===== config.mk =====
export PLATFORM = sky130hd
export DESIGN_NAME = sprite_animation_sequencer
export DESIGN_NICKNAME = d
export VERILOG_FILES = /design/src/hw/rtl/sas_pkg.sv /design/src/hw/rtl/sas_table.sv /design/src/hw/rtl/sas_core.sv /design/src/hw/rtl/sprite_animation_sequencer.sv
export SDC_FILE = /design/constraint.sdc
export NUM_CORES = 1
export LEC_CHECK = 0
export BUFFER_PORTS_ARGS = -buffer_cell sky130_fd_sc_hd__buf_4
export CAP_MARGIN = 20
export CORE_MARGIN = 2
export CORE_UTILIZATION = 55
export DETAILED_ROUTE_END_ITERATION = 7
export GPL_TIMING_DRIVEN = 0
export HOLD_SLACK_MARGIN = 0.08
export PLACE_DENSITY = 0.8
export REMOVE_ABC_BUFFERS = 1
export SLEW_MARGIN = 30
export SYNTH_ARGS = -nofsm -noshare
export SYNTH_HDL_FRONTEND = slang
export SYNTH_SLANG_ARGS = --single-unit

===== constraint.sdc =====
create_clock -name clk -period 10.5 [get_ports clk]
set_clock_uncertainty 0.05 [all_clocks]
set_input_delay 0.525 -clock clk [delete_from_list [all_inputs] [get_ports clk]]
set_output_delay 0.525 -clock clk [all_outputs]
set_load 0.01 [all_outputs]

===== src/hw/rtl/sas_pkg.sv =====
`timescale 1ns / 1ps

package sas_pkg;

	localparam int S_TDATA_W = 56;
	localparam int M_TDATA_W = 32;

	localparam logic [1:0] KIND_TICK  = 2'd0;
	localparam logic [1:0] KIND_START = 2'd1;
	localparam logic [1:0] KIND_LOAD  = 2'd2;

	localparam logic [1:0] DIR_UP    = 2'd0;
	localparam logic [1:0] DIR_DOWN  = 2'd1;
	localparam logic [1:0] DIR_LEFT  = 2'd2;
	localparam logic [1:0] DIR_RIGHT = 2'd3;

	localparam logic [1:0] WALK_NONE  = 2'd0;
	localparam logic [1:0] WALK_RIGHT = 2'd1;
	localparam logic [1:0] WALK_LEFT  = 2'd2;

	localparam logic signed [8:0] X_LO      = -9'sd64;
	localparam logic signed [8:0] X_HI      = 9'sd64;
	localparam logic signed [8:0] X_SPAN    = 9'sd128;
	localparam logic signed [8:0] WALK_EDGE = 9'sd16;

	typedef struct packed {
		logic [1:0] kind;
		logic [6:0] frame_count;
		logic [5:0] loop_first;
		logic [6:0] loop_last;
		logic       looped;
		logic [7:0] skip_speed;
		logic [7:0] repeat_count;
		logic [5:0] table_index;
		logic [7:0] movement_code;
	} item_t;

	typedef struct packed {
		logic        frame_valid;
		logic [5:0]  frame_index;
		logic [7:0]  pos_x;
		logic [7:0]  pos_y;
		logic        finished;
		logic [1:0]  walk_request;
		logic [1:0]  walk_repeats;
	} result_t;

	typedef struct packed {
		logic       en;
		logic [5:0] idx;
		logic [7:0] code;
	} tbl_wr_t;

endpackage


===== src/hw/rtl/sas_table.sv =====
`timescale 1ns / 1ps

module sas_table import sas_pkg::*; #(
	parameter int DEPTH = 64
) (
	input  logic       clk,
	input  tbl_wr_t    wr,
	input  logic [6:0] rd_addr,
	output logic [7:0] rd_data
);

	localparam int AW = $clog2(DEPTH);

	logic [7:0]    mem [DEPTH];
	logic [7:0]    rd_q;
	logic [AW-1:0] wa;
	logic [AW-1:0] ra;
	logic          fwd;

	assign wa  = wr.idx[AW-1:0];
	assign ra  = rd_addr[AW-1:0];
	// write-first on the same entry
	assign fwd = wr.en && (wa == ra);

	always_ff @(posedge clk) begin
		if (wr.en) begin
			mem[wa] <= wr.code;
		end
	end

	always_ff @(posedge clk) begin
		rd_q <= fwd ? wr.code : mem[ra];
	end

	assign rd_data = rd_q;

endmodule


===== src/hw/rtl/sas_core.sv =====
`timescale 1ns / 1ps

module sas_core import sas_pkg::*; #(
	parameter int MAX_FRAMES = 64
) (
	input  logic       clk,
	input  logic       arst_n,
	input  logic       accept,
	input  item_t      item,
	input  logic [7:0] code_pref,
	output logic [6:0] rd_addr,
	output tbl_wr_t    wr,
	output result_t    res
);

	localparam int          TBL_DEPTH = (MAX_FRAMES < 64) ? MAX_FRAMES : 64;
	localparam int          LEN_CAP   = (MAX_FRAMES > 127) ? 127 : MAX_FRAMES;
	localparam logic [8:0]  MAX9      = MAX_FRAMES[8:0];
	localparam logic [6:0]  TBL7      = TBL_DEPTH[6:0];
	localparam logic [6:0]  CAP7      = LEN_CAP[6:0];

	logic       running_q,  running_d;
	logic [6:0] frame_pos_q, frame_pos_d;
	logic [7:0] repeats_q,  repeats_d;
	logic [7:0] skip_q,     skip_d;
	logic [7:0] reload_q,   reload_d;
	logic [6:0] len_q,      len_d;
	logic [5:0] wfirst_q,   wfirst_d;
	logic [6:0] wlast_q,    wlast_d;
	logic       wmode_q,    wmode_d;
	logic [7:0] off_x_q,    off_x_d;
	logic [7:0] off_y_q,    off_y_d;

	logic [7:0]        code;
	logic [5:0]        amt;
	logic signed [8:0] x9, xl, xr, xn, nx;
	logic [6:0]        pos, len_in;
	logic              shown, done;
	logic [1:0]        walk, wrep;

	assign code = (frame_pos_q < TBL7) ? code_pref : 8'd0;
	assign amt  = code[5:0];

	always_comb begin
		running_d   = running_q;
		frame_pos_d = frame_pos_q;
		repeats_d   = repeats_q;
		skip_d      = skip_q;
		reload_d    = reload_q;
		len_d       = len_q;
		wfirst_d    = wfirst_q;
		wlast_d     = wlast_q;
		wmode_d     = wmode_q;
		off_x_d     = off_x_q;
		off_y_d     = off_y_q;
		shown       = 1'b0;
		done        = 1'b0;
		walk        = WALK_NONE;
		wrep        = 2'd0;
		wr.en       = 1'b0;
		wr.idx      = item.table_index;
		wr.code     = item.movement_code;

		x9 = {off_x_q[7], off_x_q};
		xl = x9 - $signed({3'b000, amt});
		if (xl < X_LO) begin
			xl = xl + X_SPAN;
		end
		xr = x9 + $signed({3'b000, amt});
		if (xr > X_HI) begin
			xr = xr - X_SPAN;
		end

		len_in = (item.frame_count == 7'd0) ? 7'd1 : item.frame_count;
		if (len_in > CAP7) begin
			len_in = CAP7;
		end

		pos = frame_pos_q + 7'd1;
		if (repeats_q != 8'd0 && wmode_q) begin
			if (pos == wlast_q) begin
				pos = {1'b0, wfirst_q};
			end
		end else if (repeats_q != 8'd0 && pos == len_q) begin
			pos = 7'd0;
		end

		if (accept) begin
			unique case (item.kind)
				KIND_START: begin
					len_d       = len_in;
					wfirst_d    = item.loop_first;
					wlast_d     = item.loop_last;
					wmode_d     = item.looped;
					reload_d    = item.skip_speed;
					skip_d      = item.skip_speed;
					repeats_d   = item.repeat_count;
					frame_pos_d = 7'd0;
					running_d   = 1'b1;
				end
				KIND_LOAD: begin
					wr.en = ({3'b000, item.table_index} < MAX9);
				end
				KIND_TICK: begin
					if (running_q) begin
						if (skip_q != 8'd0) begin
							skip_d = skip_q - 8'd1;
						end else begin
							skip_d = reload_q;
							shown  = 1'b1;
							if (code != 8'd0) begin
								unique case (code[7:6])
									DIR_UP:   off_y_d = off_y_q + {2'b00, amt};
									DIR_DOWN: off_y_d = off_y_q - {2'b00, amt};
									DIR_LEFT: off_x_d = xl[7:0];
									DIR_RIGHT: off_x_d = xr[7:0];
									default:  off_x_d = off_x_q;
								endcase
							end
							if (repeats_q != 8'd0 &&
							    ((wmode_q && frame_pos_q + 7'd1 == wlast_q) ||
							     (!wmode_q && frame_pos_q + 7'd1 == len_q))) begin
								repeats_d = repeats_q - 8'd1;
							end
							frame_pos_d = pos;
							if (pos >= len_q) begin
								done      = 1'b1;
								running_d = 1'b0;
							end
						end
					end
				end
				default: ;
			endcase
		end

		xn = {off_x_d[7], off_x_d};
		nx = -xn;
		if (done) begin
			if (xn < -WALK_EDGE) begin
				walk = WALK_RIGHT;
				wrep = nx[5:4] - 2'd1;
			end else if (xn > WALK_EDGE) begin
				walk = WALK_LEFT;
				wrep = xn[5:4] - 2'd1;
			end
		end
	end

	always_ff @(posedge clk or negedge arst_n) begin
		if (!arst_n) begin
			running_q   <= 1'b0;
			frame_pos_q <= 7'd0;
			repeats_q   <= 8'd0;
			skip_q      <= 8'd0;
			reload_q    <= 8'd0;
			len_q       <= 7'd0;
			wfirst_q    <= 6'd0;
			wlast_q     <= 7'd0;
			wmode_q     <= 1'b0;
			off_x_q     <= 8'd0;
			off_y_q     <= 8'd0;
		end else begin
			running_q   <= running_d;
			frame_pos_q <= frame_pos_d;
			repeats_q   <= repeats_d;
			skip_q      <= skip_d;
			reload_q    <= reload_d;
			len_q       <= len_d;
			wfirst_q    <= wfirst_d;
			wlast_q     <= wlast_d;
			wmode_q     <= wmode_d;
			off_x_q     <= off_x_d;
			off_y_q     <= off_y_d;
		end
	end

	// prefetch the entry for the frame that the next tick shows
	assign rd_addr = frame_pos_d;

	assign res.frame_valid  = shown;
	assign res.frame_index  = shown ? frame_pos_q[5:0] : frame_pos_d[5:0];
	assign res.pos_x        = off_x_d;
	assign res.pos_y        = off_y_d;
	assign res.finished     = done;
	assign res.walk_request = walk;
	assign res.walk_repeats = wrep;

endmodule


===== src/hw/rtl/sprite_animation_sequencer.sv =====
`timescale 1ns / 1ps

// Sprite animation sequencer.
// Input stream s_*: one item per handshake; s_tuser selects tick, start or
// table load, s_tdata carries the start and load fields.
// Output stream m_*: exactly one result item per input item, in order.
// m_tuser marks a shown frame, m_tlast marks the end of the animation.
// Throughput: one item per cycle. The movement table is a synchronous RAM
// read ahead, at the frame position the next tick will show; a
// load to that entry is forwarded into the read register.
// A taken item's result is registered into the output register or the skid.
// A two-entry output buffer (output register plus skid) decouples the
// sides: s_tready depends only on the skid being empty, so one more item is
// taken while a result waits; s_tready drops when both entries are full.
// Reset: all sequencing state and offsets clear, no animation runs and
// the output buffer empties. Table contents are undefined until loaded.

module sprite_animation_sequencer import sas_pkg::*; #(
	parameter int MAX_FRAMES = 64
) (
	input  logic                 clk,
	input  logic                 arst_n,
	input  logic                 s_tvalid,
	output logic                 s_tready,
	// frame_count, loop_first, loop_last, looped, skip_speed, repeat_count,
	// table_index, movement_code, zero pad
	input  logic [S_TDATA_W-1:0] s_tdata,
	// kind
	input  logic [1:0]           s_tuser,
	output logic                 m_tvalid,
	input  logic                 m_tready,
	// frame_index, pos_x, pos_y, walk_request, walk_repeats, zero pad
	output logic [M_TDATA_W-1:0] m_tdata,
	// frame_valid
	output logic                 m_tuser,
	// finished
	output logic                 m_tlast
);

	localparam int TBL_DEPTH = (MAX_FRAMES < 64) ? MAX_FRAMES : 64;

	item_t      item;
	result_t    res;
	tbl_wr_t    wr;
	logic [6:0] rd_addr;
	logic [7:0] code_pref;
	logic       accept;

	result_t    out_q, skid_q;
	logic       out_v_q, skid_v_q;

	assign item.kind          = s_tuser;
	assign item.frame_count   = s_tdata[6:0];
	assign item.loop_first    = s_tdata[12:7];
	assign item.loop_last     = s_tdata[19:13];
	assign item.looped        = s_tdata[20];
	assign item.skip_speed    = s_tdata[28:21];
	assign item.repeat_count  = s_tdata[36:29];
	assign item.table_index   = s_tdata[42:37];
	assign item.movement_code = s_tdata[50:43];

	assign s_tready = !skid_v_q;
	assign accept   = s_tvalid && s_tready;

	sas_table #(.DEPTH(TBL_DEPTH)) u_table (
		.clk     (clk),
		.wr      (wr),
		.rd_addr (rd_addr),
		.rd_data (code_pref)
	);

	sas_core #(.MAX_FRAMES(MAX_FRAMES)) u_core (
		.clk       (clk),
		.arst_n    (arst_n),
		.accept    (accept),
		.item      (item),
		.code_pref (code_pref),
		.rd_addr   (rd_addr),
		.wr        (wr),
		.res       (res)
	);

	always_ff @(posedge clk or negedge arst_n) begin
		if (!arst_n) begin
			out_v_q  <= 1'b0;
			skid_v_q <= 1'b0;
		end else begin
			if (!out_v_q || m_tready) begin
				out_v_q  <= skid_v_q || accept;
				skid_v_q <= 1'b0;
			end else if (accept) begin
				skid_v_q <= 1'b1;
			end
		end
	end

	always_ff @(posedge clk) begin
		if (!out_v_q || m_tready) begin
			out_q <= skid_v_q ? skid_q : res;
		end else if (accept) begin
			skid_q <= res;
		end
	end

	assign m_tvalid = out_v_q;
	assign m_tuser  = out_q.frame_valid;
	assign m_tlast  = out_q.finished;
	assign m_tdata  = {6'd0, out_q.walk_repeats, out_q.walk_request,
	                   out_q.pos_y, out_q.pos_x, out_q.frame_index};

endmodule


# [After elaboration in Yosys (flattened, before gate mapping)]
# Memories as Yosys holds them, arrays and structs flattened. A register that Yosys moved wholly into a read port is not among the register bits.
# Cells that the tools add are included.
[word_totals] out_inout_bits=36 reg_bits=127 mem_count=1 word_cells=143 mem_bits_rw=512 inputBits=62
[op_classes] bitwise=1 n_mux=58 n_addsub=12 n_reduce_logical=26 n_eq_ne=10 magnitude_cmp=7
[mem_list] memory="u_table.mem" words=64 word_bits=8 read_ports=1 rd_clocked_by_memory_dff=1 write_ports=1 line="sas_table.sv:14" rtl="logic [7:0] mem [DEPTH];"
[ops] operator="$mux 8" count=18
[ops] operator="$pmux 8 s2" count=4
[ops] operator="$mux 7" count=7
[ops] operator="$mux 28" count=1
[ops] operator="$reduce_bool 8->1" count=3
[ops] operator="$mux 1" count=18
[ops] operator="$sub 8x1->8 const B" count=2
[ops] operator="$eq 7x7->1" count=2
[ops] operator="$pmux 7 s2" count=1
[ops] operator="$mux 2" count=6
[ops] operator="$mux 6" count=2
[ops] operator="$add 8x7->9" count=1
[ops] operator="$gt 9x8->1 const B" count=1
[ops] operator="$lt 9x7->1 const B" count=1
[ops] operator="$sub 8x7->9" count=1
[ops] operator="$add 8x6->8" count=1
[ops] operator="$add 8x8->8 const B" count=1
[ops] operator="$gt 8x6->1 const B" count=1
[ops] operator="$lt 8x5->1 const B" count=1
[ops] operator="$sub 8x6->8" count=1
[ops] operator="$sub 8x8->8 const B" count=1
[ops] operator="$add 7x1->7 const B" count=1
[ops] operator="$ge 7x7->1" count=1
[ops] operator="$gt 7x7->1 const B" count=1
[ops] operator="other kinds (19)" count=37

# [Depth between registers and ports, before layout]
# Gate-level depths: netlist of run 1.
[depth] word_depth=16 mapped_depth=27 mapped_depth_nobuf=22

# [Hierarchy]
# Synthesis of run 1 repeated with hierarchy kept, for this count alone.
[hier_totals] cells_unflattened=1697 area_unflattened_um2=27671.5
[modules_own_cells] module="sas_table" seq_area_each_um2=15494.9 cells_each=938 area_each_um2=20126.8 instances=1
[modules_own_cells] module="sas_core" seq_area_each_um2=1726.7 cells_each=656 area_each_um2=5378.9 instances=1
[modules_own_cells] module="sprite_animation_sequencer" seq_area_each_um2=1731.7 cells_each=103 area_each_um2=2165.8 instances=1

# [Worst setup path after synthesis of run 1]
# Ideal clock, no wire load.
[synth_timing] path_type="flip-flop to flip-flop" startpoint="register (tool-made name)" endpoint="register out_q (netlist bit m_tdata[24]) (data pin)" arrival_time_ns=4.664 path_slack_ns=5.649 period_less_slack_ns=4.851 t_required_ns=10.313 stages_incl_launch_ff=24 path_cell_list="dfxtp_1 buf_6 buf_12 buf_12 buf_12 buf_12 mux4_2 mux4_2 nand2_1 a31o_2 a31oi_2 ha_1 fa_1 nand2b_1 a21oi_1 nor2_1 xnor2_1 mux2_2 mux2i_1 inv_1 ha_1 a21oi_1 o2111ai_1 nand3_1"
[synth_rtl] element="end signal: assignment" line="sprite_animation_sequencer.sv:99" rtl="out_q <= skid_v_q ? skid_q : res;"
[synth_rtl] element="end: declaration" line="sprite_animation_sequencer.sv:49" rtl="result_t out_q, skid_q;"

==> results of run 1 <==
==> flip-flops by register name (all words and copies together) (netlist names), named ones only <==
name and count:
u_core.skip_q 8, m_tvalid 1, u_core.off_y_q 8, u_core.running_q 1, u_core.wfirst_q 6, m_tdata 26, u_table.mem 512, u_core.wmode_q 1
u_core.len_q 7, skid_q 28, u_core.repeats_q 8, u_core.off_x_q 8, m_tuser 1, u_core.frame_pos_q 7, u_core.wlast_q 7, skid_v_q 1
u_core.reload_q 8, m_tlast 1
==> power groups by stage <==
stage,Sequential [mW],Clock [mW],Combinational (mW)
final,3.06,2.10,1.79
after global routing,3.08,2.21,1.96
after CTS,3.06,2.12,1.79
after detailed placement,3.12,0,1.76
after global placement,3.21,0,1.66
after floorplan,3.14,0,1.24
==> layout by cell type, fill, tap and decap left out, types with 5 or more instances in the layout <==
master         count
clkbuf_16         63
buf_4             88
and2_1            14
nand3_1           22
conb_1             6
a21o_1             9
clkinv_2          11
mux2_2            48
dfrtp_1           71
a211oi_1           9
dlygate4sd3_1     22
nor2b_1           10
xnor2_1           23
a22oi_1           19
nand2b_1          19
or3_1             10
mux4_2           109
nand3b_1           9
edfxtp_1         568
buf_12             6
inv_1             42
clkbuf_1          15
mux2i_1           48
ha_1              35
o21ai_0           45
nor2_1           124
mux4_1            11
mux2_4             9
nor2_2             6
nand2_1           85
o22ai_1           12
nor4_1             6
xor2_1            13
o21ai_1            5
nor3_1            15
clkinv_1          13
a31oi_1           13
a21oi_1           45
==> critical path: stages, from the launching register on <==
cell and delay, ns:
dfxtp_2 0.83, clkinv_1 0.83, mux4_2 0.66, nand2_1 0.12, a31o_2 0.33, a31oi_2 0.39
ha_1 0.26, inv_1 0.06, fa_1 0.45, a21oi_1 0.30, inv_1 0.09, a21oi_1 0.18
xnor2_1 0.09, mux2_2 0.26, mux2i_1 0.38, inv_1 0.17, ha_1 0.23, a21oi_1 0.31
o2111ai_1 0.14, o211ai_1 0.15
==> cell families (layout without fill, tap and decap cells) <==
family	Yosys count	count (layout)	synth area share, %
AOI/OAI and AO/OA	212	212	5.23
and+or+nand+nor	360	360	6.35
other	1	6	0.0136
xor gates and xnor gates	37	37	1.20
DFF	645	645	68.5
buffers and inverters	122	275	2.78
muxes	225	225	14.1
adders and majority gates	38	38	1.80
==> Yosys cell counts, drive strengths merged (13+ instances only) <==
master	count
edfxtp	568
nor2	130
mux4	120
nand2	87
dfrtp	71
mux2	57
buf	56
o21ai	50
mux2i	48
a21oi	45
inv	43
ha	35
xnor2	24
clkbuf	22
nand3	22
a22oi	20
nand2b	20
nor3	18
a31oi	14
and2	14
xor2	13
==> final cells by class <==
cell class              count  area, um2
inverters                  44        165
repair buffers            120       1090
clock inverters            29        204
flip-flops and latches    645      19000
fillers                  3468      18900
multi-input cells         878       8000
well taps                 672        841
clock buffers              82       1690
==> path summary, 6_finish.rpt <==
path	start	to	slack, ns	cells after the start
setup / recovery	register	m_tdata[25]	4.02	19
hold / removal	s_tdata[22]	u_core.reload_q[1]	0.11	2
setup reg to reg	register	m_tdata[25]	4.02	19
hold reg to reg	u_core.reload_q[7]	u_core.reload_q[7]	0.46	1
max in group asynchronous	arst_n	u_core.len_q[3]	9.48	2
min in group asynchronous	arst_n	u_core.off_y_q[1]	0.42	2
==> routing by layer <==
| layer | vias to the layer above | global-route usage (%) | wire length [um] |
|---|---|---|---|
| met5 | - | 0 | 15 |
| met4 | 2 | 7.99 | 2010 |
| met3 | 151 | 4.95 | 5330 |
| met2 | 762 | 38.1 | 29400 |
| met1 | 7721 | 31.9 | 23800 |
| li1 | 6642 | - | - |
==> results_dict.tcl, run 1 <==
set metrics [dict create \
    status "finished clean" \
    yosys_warnings 0 \
    grt_start_max_net_pins 72 \
    utilization_pct 62.1 \
    globalplace.congestion 0.884 \
    worstSetupStartpointType "register" \
    postLayoutCellArea_um2 31000 \
    fin_tns_setup_ns 0 \
    avgSynthCellArea_um2 16.9 \
    io_buffers 86 \
    power_mw 6.96 \
    drc 0 \
    hpwlAfterDp_um 37500 \
    synth-edff-count 568 \
    start_util_pct 55.5 \
    async_flop_share_pct 11.0 \
    num_io_pins 98 \
    crit_arrival_ns 6.88 \
    min_path_type "in2reg" \
    wl_um 60600 \
    stdcell_count 2470 \
    rsz0062_at_grt "no" \
    vias_per_cell 6.19 \
    tightest_slew_ns 1.04 \
    worst_slack_ns 4.02 \
    max_clock_freq_mhz 154 \
    hold_violations 0 \
    p_switching_mw 2.06 \
    dr.pass1.iters 6 \
    dieWidth_um 228 \
    coreArea_um2 49900 \
    preCtsSetupSlack_ns 4.20 \
    synth_top_area_share_pct 61.7 \
    clock-root-buffer "clkbuf_16" \
    synthesis.area_um2 27700 \
    peakVddDrop_mv 0.149 \
    track_usage_pct 23.5 \
    power_per_cell_area_nw_per_um2 225 \
    end_kind "register" \
    worst_hold_slack_ns 0.107 \
    vias 15300 \
    clkLatencyLatePin_ns 0.63 \
    grt_antenna_before_repair 1 \
    cts.sink_count 645 \
    fin_crit_sh_pct 61.7 \
    dieArea_um2 52100 \
    final_nets 1848 \
    crit_required_ns 10.90 \
    setup_viol 0 \
    cts_max_level 2 \
    internal_power_mw 4.89 \
    power_frac_clock_pct 30.2 \
    place_area_um2 28800 \
    comb_power_share_pct 25.8 \
    grt_pass1_vias 15600 \
    cts_tree "done" \
    clock_path_buffers 3 \
    n_antenna_cell 0 \
    synth_ff_type "edfxtp_1" \
    synth_area_leaders "edfxtp_1 (62%), mux4_2 (8.9%), dfrtp_1 (6.4%), mux2_2 (2.0%), mux2i_1 (1.7%)" \
    antenna_left 0 \
    ys_seq_area_share_pct 68.5 \
    finalMaxSlewViolations 0 \
    grt_overflow 0 \
    yosysTopAreaCell "edfxtp_1" \
    post-cts-setup-buffers 0 \
    ys_ff_latch 645 \
    die_h_um 228 \
    worstSetupPathType "reg2reg" \
    max_slew_margin_pct 30.7 \
    wl_per_cell_um 24.5 \
    synthCells 1640 \
    dp_cells 2337 \
    post_cts_resized 0 \
    path_clk_slew_ns 0.06 \
    grt_pass1_wl_um 93000 \
    drt_iter0_drc 1759 \
    row_count 82 \
    p_seq_share_pct 44.1 \
    area_growth_pct 11.9 \
    finalCriticalPeriod_ns 6.48 \
    cap_violations 0 \
    path_max_fanout 28 \
    power.leakage_nw 10.9 \
    numCtsBuffers 59 \
    hold_buffers 22 \
    switching_share_pct 29.6 \
    yosysUniqueCellTypes 93 \
    drive_gt1_share_pct 22.0 \
]
Note: power is estimated with default switching activity, not from simulation.
==> run 2, diff against run 1 <==
clock period = 6.8 ns   (was 10.5 ns; I/O delays follow)
==> run 2 against run 1 <==
Net effect:
- final cell count grew 0.73%
- non-clock buffer count grew 18
- worst hold slack is essentially flat
- utilization grew 0.37 points
- sequential cell count is the same
- total power grew 55%
- largest cell class unchanged
- highest routed layer unchanged
==> results_dict.tcl, run 2 (synthesis results as in run 1) <==
set metrics [dict create \
    largest_reg_flops 512 \
    cts_max_level 2 \
    path_max_fanout 28 \
    grt_overflow 0 \
    hold_violations 0 \
    grt_start_max_net_pins 72 \
    clkLatencyLatePin_ns 0.62 \
    utilization_pct 62.5 \
    worstSetupPathType "reg2reg" \
    final_cell_mix "edfxtp_1 (568), nor2_1 (124), mux4_2 (109), buf_4 (88), nand2_1 (85)" \
    drive_gt1_share_pct 21.9 \
    n_antenna_cell 0 \
    worst_slack_ns 0.475 \
    drc 0 \
    power.leakage_nw 11.0 \
    crit_required_ns 7.20 \
    dieWidth_um 228 \
    crit_arrival_ns 6.72 \
    grt_pass1_vias 15700 \
    path_clk_slew_ns 0.06 \
    finalMaxSlewViolations 0 \
    finalCriticalPeriod_ns 6.32 \
    globalplace.congestion 0.884 \
    regMostFlops "u_table.mem" \
    die_h_um 228 \
    clock-root-buffer "clkbuf_16" \
    numCtsBuffers 59 \
    wl_per_cell_um 24.5 \
    rsz0062_at_grt "no" \
    area_growth_pct 12.6 \
    io_buffers 86 \
    start_util_pct 55.5 \
    row_count 82 \
    cts_tree "done" \
    hpwlAfterDp_um 37500 \
    vias_per_cell 6.18 \
    peakVddDrop_mv 0.228 \
    final_nets 1866 \
    timing.rr.end "m_tdata[25]" \
    reg2reg_depth 19 \
    layout_commonest_cell "edfxtp_1" \
    tightest_slew_ns 1.09 \
    clock_path_buffers 3 \
    hold_depth 4 \
    preCtsSetupSlack_ns 0.503 \
    vias 15400 \
    fin_crit_sh_pct 93.0 \
    worstSetupStartpointType "register" \
    min_path_type "in2reg" \
    status "finished clean" \
    coreArea_um2 49900 \
    drt_iter0_drc 1753 \
    track_usage_pct 23.6 \
    max_slew_margin_pct 26.9 \
    cts.sink_count 645 \
    dr.pass1.iters 6 \
    cap_violations 0 \
    grt_antenna_before_repair 1 \
    setup_viol 0 \
    dieArea_um2 52100 \
    post-cts-setup-buffers 0 \
    max_clock_freq_mhz 158 \
    antenna_left 0 \
    power_per_cell_area_nw_per_um2 345 \
    hold-path-endpoint "u_core.frame_pos_q[6]" \
    wl_um 61000 \
    end_kind "register" \
    num_io_pins 98 \
    r2r_slack_ns 0.48 \
    hold_start "s_tuser[1]" \
    grt_pass1_wl_um 93500 \
]
==> run 2: changes by cell type in the layout (fill, tap and decap cells not counted) <==
| cell | change |
|---|---|
| dlygate4sd3_1 | +18 |
| clkinv_1 | -1 |
| clkinvlp_4 | +1 |
==> run 2: worst max-delay path, cell delays in order (launching register included) <==
cell and delay [ns]:
dfxtp_2 0.85, clkinvlp_4 0.65, mux4_2 0.60, nand2_1 0.12, a31o_2 0.33, a31oi_2 0.42
ha_1 0.27, inv_1 0.06, fa_1 0.45, a21oi_1 0.31, inv_1 0.10, a21oi_1 0.18
xnor2_1 0.09, mux2_2 0.26, mux2i_1 0.38, inv_1 0.18, ha_1 0.23, a21oi_1 0.31
o2111ai_1 0.14, o211ai_1 0.14
==> run 2: repair_timing <==
action,CTS,global route
gates resized for setup,0,1
setup endpoints to repair,0,5
endpoints found under the hold margin,130,0
hold buffers,40,0
==> run 2: metal layers <==
metal | routed length [um] | vias up | GRT usage, %
met5 | 15 | - | 0
met4 | 1970 | 2 | 8.19
met3 | 5580 | 155 | 5.00
met2 | 29800 | 781 | 38.4
met1 | 23600 | 7749 | 31.9
li1 | - | 6685 | -
==> run 2: final cells by class <==
type / count / area, um2
Multi-Input combinational cell: 878 / 8000
Tap cell: 672 / 841
Fill cell: 3434 / 18700
Clock buffer: 82 / 1690
Clock inverter: 29 / 204
Sequential cell: 645 / 19000
Timing Repair Buffer: 138 / 1270
Inverter: 44 / 169
==> run 2: power breakdown <==
group          internal (mW)  total, mW  leakage (nW)  switching (mW)
clock                   1.81       3.24         0.927            1.43
sequential              4.51       4.73          6.06           0.226
combinational           1.25       2.78          3.97            1.53
==> run 2: worst max-delay path by stage <==
stage / to / from / cells after the start / slack (ns)
detailed placement: m_tdata[25] / register / 19 / 0.50
finish: m_tdata[25] / register / 19 / 0.48
global route: m_tdata[24] / register / 19 / 0.17
global placement: m_tdata[21] / register / 20 / -4.73
CTS: m_tdata[25] / register / 19 / 0.38
floorplan: m_tdata[24] / register / 19 / -1.33
==> run 2: stage by stage <==
stage / setup TNS (ns) / instances / instance area [um2] / power, mW / hold slack (ns)
detailed placement: 0 / 2337 / 28800 / 7.53 / 0.442
finish: 0 / 2488 / 31100 / 10.7 / 0.107
CTS: 0 / 2488 / 31100 / 10.8 / 0.0913
global placement: -218.39 / 2325 / 28600 / 7.53 / 0.438
global route: 0 / 2488 / 31100 / 11.2 / 0.132
floorplan: -34.95 / 1567 / 27100 / 6.76 / -0.00559
